<file path="src/sv/etd_pkg.sv">
// shared types and constants of the edge table dedup insert unit
package etd_pkg;

    localparam int DEF_TABLE_DEPTH = 64;
    localparam int DEF_VERTEX_BITS = 16;
    localparam int DEF_WEIGHT_BITS = 16;

    localparam int STATUS_BITS     = 2;
    localparam int OUT_WEIGHT_BITS = 16;
    localparam int OUT_SLOT_BITS   = 6;
    localparam int OUT_DATA_BITS   = STATUS_BITS + OUT_WEIGHT_BITS + OUT_SLOT_BITS;

    typedef enum logic [STATUS_BITS-1:0] {
        ST_NEW       = 2'd0,
        ST_REVERSE   = 2'd1,
        ST_DUPLICATE = 2'd2,
        ST_FULL      = 2'd3
    } status_t;

    typedef enum logic [1:0] {
        S_IDLE,
        S_SCAN,
        S_FINISH
    } state_t;

    typedef struct packed {
        logic dup;
        logic rev;
    } match_t;

endpackage

</file>
<file path="src/sv/edge_table_dedup_insert_unit.sv">
// top level of the edge table dedup insert unit
//
//  channel   dir  fields (low bit up)                                 width
//  s_axis    in   from_vertex, to_vertex, offered_weight              48 by default
//  m_axis    out  insert_status[1:0], stored_weight[17:2], slot[23:18] 24
//
// from accept to result, the single table read port is swept once over all
// live entries and each entry read is compared against the word
// a duplicate ends the sweep at its slot
// aresetn clears the live count and control; the table needs no clearing
// s_axis_tready is high only while idle; a waiting result holds the block
// in its final cycle, so one new word is taken while a result is pending
module edge_table_dedup_insert_unit #(
    parameter int TABLE_DEPTH = etd_pkg::DEF_TABLE_DEPTH,
    parameter int VERTEX_BITS = etd_pkg::DEF_VERTEX_BITS,
    parameter int WEIGHT_BITS = etd_pkg::DEF_WEIGHT_BITS
) (
    input  logic aclk,
    input  logic aresetn,
    input  logic s_axis_tvalid,
    output logic s_axis_tready,
    // from_vertex, to_vertex, offered_weight, zero pad
    input  logic [((2*VERTEX_BITS+WEIGHT_BITS+7)/8)*8-1:0] s_axis_tdata,
    output logic m_axis_tvalid,
    input  logic m_axis_tready,
    // insert_status, stored_weight, entry_slot
    output logic [etd_pkg::OUT_DATA_BITS-1:0] m_axis_tdata
);
    import etd_pkg::*;

    localparam int SLOT_BITS = $clog2(TABLE_DEPTH);
    localparam int CNT_BITS  = $clog2(TABLE_DEPTH + 1);

    state_t                 state_reg, state_next;
    logic [VERTEX_BITS-1:0] from_reg, from_next;
    logic [VERTEX_BITS-1:0] to_reg, to_next;
    logic [WEIGHT_BITS-1:0] wt_reg, wt_next;
    logic [CNT_BITS-1:0]    rd_idx_reg, rd_idx_next;
    logic                   cmp_valid_reg, cmp_valid_next;
    logic [SLOT_BITS-1:0]   cmp_idx_reg, cmp_idx_next;
    logic                   rev_found_reg, rev_found_next;
    logic [WEIGHT_BITS-1:0] rev_wt_reg, rev_wt_next;
    logic                   dup_reg, dup_next;
    logic [SLOT_BITS-1:0]   dup_slot_reg, dup_slot_next;
    logic [CNT_BITS-1:0]    count_reg, count_next;
    logic                   m_valid_reg, m_valid_next;
    logic [OUT_DATA_BITS-1:0] m_data_reg, m_data_next;

    logic                   table_full;
    logic                   wr_en;
    logic                   rd_en;
    logic [WEIGHT_BITS-1:0] rd_weight;
    match_t                 match;
    status_t                res_status;
    logic [WEIGHT_BITS-1:0] res_weight;
    logic [SLOT_BITS-1:0]   res_slot;
    logic [31:0]            res_weight_wide;
    logic [31:0]            res_slot_wide;
    logic                   finish_fire;

    etd_table #(
        .TABLE_DEPTH (TABLE_DEPTH),
        .VERTEX_BITS (VERTEX_BITS),
        .WEIGHT_BITS (WEIGHT_BITS)
    ) u_table (
        .aclk      (aclk),
        .wr_en     (wr_en),
        .wr_addr   (count_reg[SLOT_BITS-1:0]),
        .wr_from   (from_reg),
        .wr_to     (to_reg),
        .wr_weight (res_weight),
        .rd_en     (rd_en),
        .rd_addr   (rd_idx_reg[SLOT_BITS-1:0]),
        .key_from  (from_reg),
        .key_to    (to_reg),
        .rd_weight (rd_weight),
        .match     (match)
    );

    assign table_full = (count_reg == CNT_BITS'(TABLE_DEPTH));

    always_comb begin
        if (dup_reg) begin
            res_status = ST_DUPLICATE;
            res_weight = '0;
            res_slot   = dup_slot_reg;
        end else if (table_full) begin
            res_status = ST_FULL;
            res_weight = '0;
            res_slot   = '0;
        end else if (rev_found_reg) begin
            res_status = ST_REVERSE;
            res_weight = rev_wt_reg;
            res_slot   = count_reg[SLOT_BITS-1:0];
        end else begin
            res_status = ST_NEW;
            res_weight = wt_reg;
            res_slot   = count_reg[SLOT_BITS-1:0];
        end
    end

    assign res_weight_wide = 32'(res_weight);
    assign res_slot_wide   = 32'(res_slot);

    always_ff @(posedge aclk) begin
        if (!aresetn) begin
            state_reg     <= S_IDLE;
            rd_idx_reg    <= '0;
            cmp_valid_reg <= 1'b0;
            rev_found_reg <= 1'b0;
            dup_reg       <= 1'b0;
            count_reg     <= '0;
            m_valid_reg   <= 1'b0;
        end else begin
            state_reg     <= state_next;
            rd_idx_reg    <= rd_idx_next;
            cmp_valid_reg <= cmp_valid_next;
            rev_found_reg <= rev_found_next;
            dup_reg       <= dup_next;
            count_reg     <= count_next;
            m_valid_reg   <= m_valid_next;
        end
    end

    always_ff @(posedge aclk) begin
        from_reg     <= from_next;
        to_reg       <= to_next;
        wt_reg       <= wt_next;
        cmp_idx_reg  <= cmp_idx_next;
        rev_wt_reg   <= rev_wt_next;
        dup_slot_reg <= dup_slot_next;
        m_data_reg   <= m_data_next;
    end

    always_comb begin
        state_next     = state_reg;
        from_next      = from_reg;
        to_next        = to_reg;
        wt_next        = wt_reg;
        rd_idx_next    = rd_idx_reg;
        cmp_valid_next = cmp_valid_reg;
        cmp_idx_next   = cmp_idx_reg;
        rev_found_next = rev_found_reg;
        rev_wt_next    = rev_wt_reg;
        dup_next       = dup_reg;
        dup_slot_next  = dup_slot_reg;
        count_next     = count_reg;
        m_valid_next   = m_valid_reg && !m_axis_tready;
        m_data_next    = m_data_reg;
        s_axis_tready  = 1'b0;
        rd_en          = 1'b0;
        wr_en          = 1'b0;
        finish_fire    = 1'b0;

        unique case (state_reg)
            S_IDLE: begin
                s_axis_tready = 1'b1;
                if (s_axis_tvalid) begin
                    from_next      = s_axis_tdata[VERTEX_BITS-1:0];
                    to_next        = s_axis_tdata[2*VERTEX_BITS-1:VERTEX_BITS];
                    wt_next        = s_axis_tdata[2*VERTEX_BITS+WEIGHT_BITS-1:2*VERTEX_BITS];
                    rd_idx_next    = '0;
                    cmp_valid_next = 1'b0;
                    rev_found_next = 1'b0;
                    dup_next       = 1'b0;
                    state_next     = S_SCAN;
                end
            end
            S_SCAN: begin
                if (cmp_valid_reg && match.dup) begin
                    dup_next       = 1'b1;
                    dup_slot_next  = cmp_idx_reg;
                    cmp_valid_next = 1'b0;
                    state_next     = S_FINISH;
                end else begin
                    if (cmp_valid_reg && match.rev && !rev_found_reg) begin
                        rev_found_next = 1'b1;
                        rev_wt_next    = rd_weight;
                    end
                    if (rd_idx_reg != count_reg) begin
                        rd_en          = 1'b1;
                        rd_idx_next    = rd_idx_reg + CNT_BITS'(1);
                        cmp_valid_next = 1'b1;
                        cmp_idx_next   = rd_idx_reg[SLOT_BITS-1:0];
                    end else begin
                        cmp_valid_next = 1'b0;
                        if (!cmp_valid_reg) begin
                            state_next = S_FINISH;
                        end
                    end
                end
            end
            S_FINISH: begin
                if (!m_valid_reg || m_axis_tready) begin
                    finish_fire  = 1'b1;
                    m_valid_next = 1'b1;
                    m_data_next  = {res_slot_wide[OUT_SLOT_BITS-1:0],
                                    res_weight_wide[OUT_WEIGHT_BITS-1:0],
                                    res_status};
                    if (!dup_reg && !table_full) begin
                        wr_en      = 1'b1;
                        count_next = count_reg + CNT_BITS'(1);
                    end
                    state_next = S_IDLE;
                end
            end
            default: begin
                state_next = S_IDLE;
            end
        endcase
    end

    assign m_axis_tvalid = m_valid_reg;
    assign m_axis_tdata  = m_data_reg;

    a_count_bound: assert property (@(posedge aclk) disable iff (!aresetn)
        count_reg <= CNT_BITS'(TABLE_DEPTH))
        else $error("live count beyond table depth");

    a_write_not_full: assert property (@(posedge aclk) disable iff (!aresetn)
        wr_en |-> !table_full && !dup_reg)
        else $error("table write on full table or duplicate");

    a_dup_keeps_count: assert property (@(posedge aclk) disable iff (!aresetn)
        (finish_fire && dup_reg) |=> $stable(count_reg))
        else $error("live count moved on duplicate");

    a_cmp_in_scan: assert property (@(posedge aclk) disable iff (!aresetn)
        cmp_valid_reg |-> (state_reg == S_SCAN))
        else $error("compare pending outside scan");

endmodule

</file>
<file path="src/sv/etd_table.sv">
// edge table memory with registered read port and shared entry comparator
module etd_table #(
    parameter int TABLE_DEPTH = 64,
    parameter int VERTEX_BITS = 16,
    parameter int WEIGHT_BITS = 16
) (
    input  logic                           aclk,
    input  logic                           wr_en,
    input  logic [$clog2(TABLE_DEPTH)-1:0] wr_addr,
    input  logic [VERTEX_BITS-1:0]         wr_from,
    input  logic [VERTEX_BITS-1:0]         wr_to,
    input  logic [WEIGHT_BITS-1:0]         wr_weight,
    input  logic                           rd_en,
    input  logic [$clog2(TABLE_DEPTH)-1:0] rd_addr,
    input  logic [VERTEX_BITS-1:0]         key_from,
    input  logic [VERTEX_BITS-1:0]         key_to,
    output logic [WEIGHT_BITS-1:0]         rd_weight,
    output etd_pkg::match_t                match
);
    import etd_pkg::*;

    localparam int ENTRY_BITS = 2 * VERTEX_BITS + WEIGHT_BITS;

    logic [ENTRY_BITS-1:0]  mem [TABLE_DEPTH];
    logic [ENTRY_BITS-1:0]  rd_entry_reg;
    logic [VERTEX_BITS-1:0] rd_from;
    logic [VERTEX_BITS-1:0] rd_to;

    always_ff @(posedge aclk) begin
        if (wr_en) begin
            mem[wr_addr] <= {wr_weight, wr_to, wr_from};
        end
    end

    always_ff @(posedge aclk) begin
        if (rd_en) begin
            rd_entry_reg <= mem[rd_addr];
        end
    end

    assign rd_from   = rd_entry_reg[VERTEX_BITS-1:0];
    assign rd_to     = rd_entry_reg[2*VERTEX_BITS-1:VERTEX_BITS];
    assign rd_weight = rd_entry_reg[ENTRY_BITS-1:2*VERTEX_BITS];

    always_comb begin
        match.dup = (rd_from == key_from) && (rd_to == key_to);
        match.rev = (rd_from == key_to) && (rd_to == key_from);
    end

endmodule
</file>
<file path="config.mk">
export PLATFORM = sky130hd
export DESIGN_NAME = edge_table_dedup_insert_unit
export DESIGN_NICKNAME = d
export VERILOG_FILES = /design/src/sv/etd_pkg.sv /design/src/sv/edge_table_dedup_insert_unit.sv /design/src/sv/etd_table.sv
export SDC_FILE = /design/constraint.sdc
export NUM_CORES = 2
export LEC_CHECK = 0
export BUFFER_PORTS_ARGS = -buffer_cell sky130_fd_sc_hd__buf_2
export CAP_MARGIN = 20
export CORE_MARGIN = 4
export CORE_UTILIZATION = 57
export CTS_CLUSTER_DIAMETER = 50
export DETAILED_ROUTE_END_ITERATION = 10
export PLACE_DENSITY = 0.8
export SYNTH_ARGS = -nofsm -noshare
export SYNTH_HDL_FRONTEND = slang
export SYNTH_HIERARCHICAL = 1
export SYNTH_SLANG_ARGS = --single-unit
</file>
<file path="constraint.sdc">
create_clock -name aclk -period 6.3 [get_ports aclk]
set_clock_uncertainty 0.05 [all_clocks]
set_input_delay 0.63 -clock aclk [delete_from_list [all_inputs] [get_ports aclk]]
set_output_delay 0.63 -clock aclk [all_outputs]
set_load 0.005 [all_outputs]
</file>
**Word level (Yosys, flattened, before mapping)**

Memories as Yosys holds them, arrays and structs flattened. A register that Yosys moved wholly into a read port is not among the register bits.
Index checks and enable logic that the tools add are counted.

- $add $sub $neg: 2
- Eq/ne operators: 16
- Multiplexer cells: 35
- Bitwise logic cells: 1
- Reductions and logical operators: 27

Operators with widths:

| kind | number |
|---|---|
| 16-bit == test | 4 |
| 16-bit two-way mux | 3 |
| 7-bit two-way mux | 3 |
| 1-bit two-way mux | 17 |
| 7-bit by 1-bit adder with 7-bit output (second input constant) | 2 |
| 7-bit one-hot mux with 2 select lines | 1 |
| 6-bit two-way mux | 2 |
| 2-bit != test (second input constant) | 6 |
| 3-bit AND reduction | 4 |
| 4-bit AND reduction | 3 |
| 2-bit two-way mux | 5 |
| 2-bit AND reduction | 4 |
| 7-bit == test (second input constant) | 1 |
| 1-bit logical AND | 7 |
| 7-bit != test | 1 |
| 3-bit != test (second input constant) | 2 |
| 1-bit one-hot mux with 2 select lines | 3 |
| 2-bit one-hot mux with 3 select lines | 1 |
| 1-bit zero test | 5 |
| 2-bit by 1-bit == test with 1-bit output (second input constant) | 1 |
| 2-bit == test (second input constant) | 1 |
| 2-bit zero test | 1 |
| 2-bit nonzero test | 1 |
| 2-bit OR reduction | 1 |
| other kinds (2) | 2 |

- Flip-flop bits (word level): 120
- Bits in writable memories: 3072
- Input bits: 52
- Output and inout port bits: 26
- Logic and storage cells: 98
- Memories: 1

Memory list:

| memory | depth | bits a word | rd ports | clocked after Yosys merged registers in | write ports | RTL line | RTL |
|---|---|---|---|---|---|---|---|
| u_table.mem | 64 | 48 | 1 | 1 | 1 | etd_table.sv:24 | `logic [ENTRY_BITS-1:0] mem [TABLE_DEPTH];` |

**Longest topological paths before layout**

- Depth after elaboration: 8
- Mapped depth: 9
- Mapped depth without buffers: 8

**Hierarchy**

The synthesis kept the hierarchy.

Modules (own cells, without submodules):

| module | instances | cells each | area an instance (µm²) | seq. area each (µm²) |
|---|---|---|---|---|
| etd_table | 1 | 5072 | 118407.3 | 93689.9 |
| edge_table_dedup_insert_unit | 1 | 276 | 4384.2 | 3403.3 |

**Worst setup path after synthesis**

OpenSTA, ideal clock, no wires.

- Path kind: register to register
- Start point: register count_reg[0]
- End point: memory u_table/mem[49][0] (netlist name) (enable)
- Setup time: 513 ps
- Data arrival time: 5274 ps
- Required time: 5737 ps
- Path slack: 464 ps
- Stages on the path, launching flop included: 8
- Path buffers: 0
- Period minus slack after synthesis: 5836 ps
- Path through: dfxtp_1 > inv_1 > ha_1 > nor4b_2 > a2111oi_4 > nor2b_1 > nand4_1 > nor3_1

- Longest elaborated chain between the ends: 8

Ends and longest elaborated chain:

| what | RTL line | RTL |
|---|---|---|
| start: declaration | edge_table_dedup_insert_unit.sv:45 | `logic [CNT_BITS-1:0] count_reg, count_next;` |
| start signal: assignment | edge_table_dedup_insert_unit.sv:120 | `count_reg <= count_next;` |
| 7-bit == test | edge_table_dedup_insert_unit.sv:80 | `assign table_full = (count_reg == CNT_BITS'(TABLE_DEPTH));` |
| 1-bit zero test | edge_table_dedup_insert_unit.sv:200 | `if (!dup_reg && !table_full) begin` |
| 1-bit logical AND | edge_table_dedup_insert_unit.sv:200 |  |
| 1-bit two-way mux | edge_table_dedup_insert_unit.sv:200 |  |
| 1-bit two-way mux | edge_table_dedup_insert_unit.sv:194 | `if (!m_valid_reg \|\| m_axis_tready) begin` |
| 1-bit two-way mux | edge_table_dedup_insert_unit.sv:155 | `unique case (state_reg)` |
| named net wr_en | edge_table_dedup_insert_unit.sv:50 | `logic wr_en;` |
| 1-bit two-way mux | etd_table.sv:30 | `if (wr_en) begin` |
| 1-bit two-way mux (implied by the code) | etd_table.sv:31 | `mem[wr_addr] <= {wr_weight, wr_to, wr_from};` |
| end: declaration | etd_table.sv:24 |  |

The timed path passes the listed nets, and every way through them passes these cells.

**Final worst setup path**

- Start point: register count_reg[1]
- End point: memory u_table/mem[5][20] (netlist name) (enable)

The elaborated chain is that of the path after synthesis.

==> results.md <==
* Most common cell after layout, fill and taps aside: edfxtp_1
* Final Hold Slack at 91.1 ps
* DR vias/cell at 7.21
* Number of flip-flops under the largest register name at 3,072
* Max Cap Viol at 0
* # fillers at 12,800
* GRT met2 Usage at 46.8%
* Data arrival time of the worst path at 5660 ps
* Routed wire length at 336 mm
* Setup slack, reg-to-reg at 1150 ps
* Detail Route Antenna Nets at 0
* Crit path time final at 5150 ps
* EDFF count, synth at 3,220
* Vias at 63,200
* Most frequent cells in the layout: edfxtp_1 (3,220), mux4_2 (754), clkbuf_16 (328)
* DRC viols at 0
* Worst slew margin at 18.1%
* Run status: completed
* Top Ports at 78
* Worst VDD drop at 0.290 mV
* Syn_nets at 5,403
* Clock Latency Late Sink at 940 ps
* Maximum clock rate at 194 MHz
* Hold Fails Final Rpt at 0
* Initial antenna violation count at 22
* Largest net degree at the start of global routing at 138
* Syn_area_per_cell at 23.0 um2
* Top_reg_cell synth: edfxtp_1
* CTS tree: done
* Most Used Layer, Global Route: met2
* Power per cell area at 319 nW/um2
* Die span in x at 472 um
* Non-filler cells, final at 8,763
* Yosys warning count at 6
* Drt initial violations at 11,800
* TritonCTS buffer count at 317
* Worst-margin pin slew at 1230 ps
* DIE AREA at 223,000 um2
* Synthesized area at 123,000 um2
* Initial Utilization at 57.3%
* Share of cells above drive strength 1 at 27.0%
* Worst setup EP type: flip-flop
* CTS max path bufs at 4
* Vias in the first global route at 62,500
* Drt wl/cell at 38.4 um
* H-tree Lvls at 5
* Required @ worst endpoint at 6810 ps
* Clock Pin Slew Worst Setup and Hold Paths at 70 ps
* GRT Total Usage at 30.2%
* GR Util met3 at 9.86%
* Synth Instances at 5,348
* Finished Core Util at 64.5%
* Distinct cell type count after synthesis at 52
* Grt met1 use at 41.3%
* Die Y at 472 um
* Hpwl dp at 181 mm
* Place WS at 1580 ps
* Grt total ovfl at 0
* Maximum fanout along the worst path at 20
* Dpl cells at 8,160
* Postcts setup bufs at 0
* Slew Limit Fails at 0
* Final TNS setup at 0 ps
* Yosys reg bits at 3,240
* Number of port buffers at 77
* Critical path type: reg -> reg
* Total power at 44.2 mW
* Final setup fails at 0
* Nets at 5,752
* Period utilization at 81.8%
* Leak at 41.9 nW
* Worst min-delay path class: in -> reg
* Fraction of the yosys area taken by sequential cells at 79.1%
* CORE AREA at 214,000 um2
* First-pass GRT wire length at 477 mm
* Async SR Flop Fraction at 0%
* Post-DP Area at 128,000 um2
* Length of the first detailed-routing pass in iterations at 6
* Setup ws final at 1150 ps
* Fin area at 138,000 um2
* Unrepaired setup endpoints after global routing: false
* Layout area overhead at 12.6%
* Clock sink count at 3,240
* Crit start category: flip-flop
* CTS Root Cell: clkbuf_16
* Gpl congestion at 0.900
* Cell row count at 170
## logic make-up after synthesis
group                    Yosys count  synth area share, %
buffers and inverters            313                 1.36
AND/OR/NAND/NOR                  354                 1.33
adder cells (fa/ha/maj)            3               0.0306
AO/OA/AOI/OAI                    510                 3.02
XOR/XNOR                          77                0.549
flip-flops                      3240                 79.1
multiplexers                     851                 14.6
## final cells by class
type                            instances  area (um2)  share of cell area [%]
Inverter                                7        27.5                  0.0199
Clock inverter                        159        1490                    1.07
Timing Repair Buffer                  336        3020                    2.18
Clock buffer                          383        8420                    6.09
Tap cell                             2838        3550                    2.57
Antenna cell                            5        12.5                 0.00905
Multi-Input combinational cell       1795       24700                    17.8
Sequential cell                      3240       97100                    70.2
## power by group
group / switching [mW] / total [mW] / internal, mW
sequential: 0.0808 / 24.0 / 23.9
combinational: 1.12 / 1.65 / 0.531
clock: 7.96 / 18.6 / 10.6
total: 9.16 / 44.2 / 35.0
## worst max-delay path: stages, from the launching register on
cell       delay (ps)
dfxtp_1           730
inv_1             170
ha_1              240
nor4b_2           190
a2111oi_4         800
nand3_1          1060
nor2_4           1060
buf_4             420
## repair_timing
action,CTS,global route
hold buffers,49,0
gates resized for setup,0,0
endpoints found under the hold margin,50,0
## layer usage
layer  share of wire [%]  vias to the layer above
met3                  16                      939
met4                 4.0                       16
met5               0.028                        -
met1                  33                    32500
met2                  47                     6094
li1                    -                    23600
## cells in the mapped netlist (all sizes together), types with 69 or more instances
cell type | number | area (um2)
nor2 | 169 | 634
clkbuf | 103 | 397
edfxtp | 3220 | 96700
mux2i | 81 | 811
a21oi | 82 | 410
mux4 | 754 | 17000
a221oi | 83 | 727
xor2 | 69 | 604
o22ai | 123 | 769
nand2 | 71 | 267
a22oi | 72 | 541
buf | 203 | 1250
## final timing paths
check	from	endpoint	depth (start not counted)
max	count_reg[1]	u_table/mem[5][20]	7
min	m_axis_tready	m_axis_tvalid	3
max reg2reg	count_reg[1]	u_table/mem[5][20]	7
min reg2reg	cmp_idx_reg[4]	dup_slot_reg[4]	0
Power figures use the tool's default switching activity.
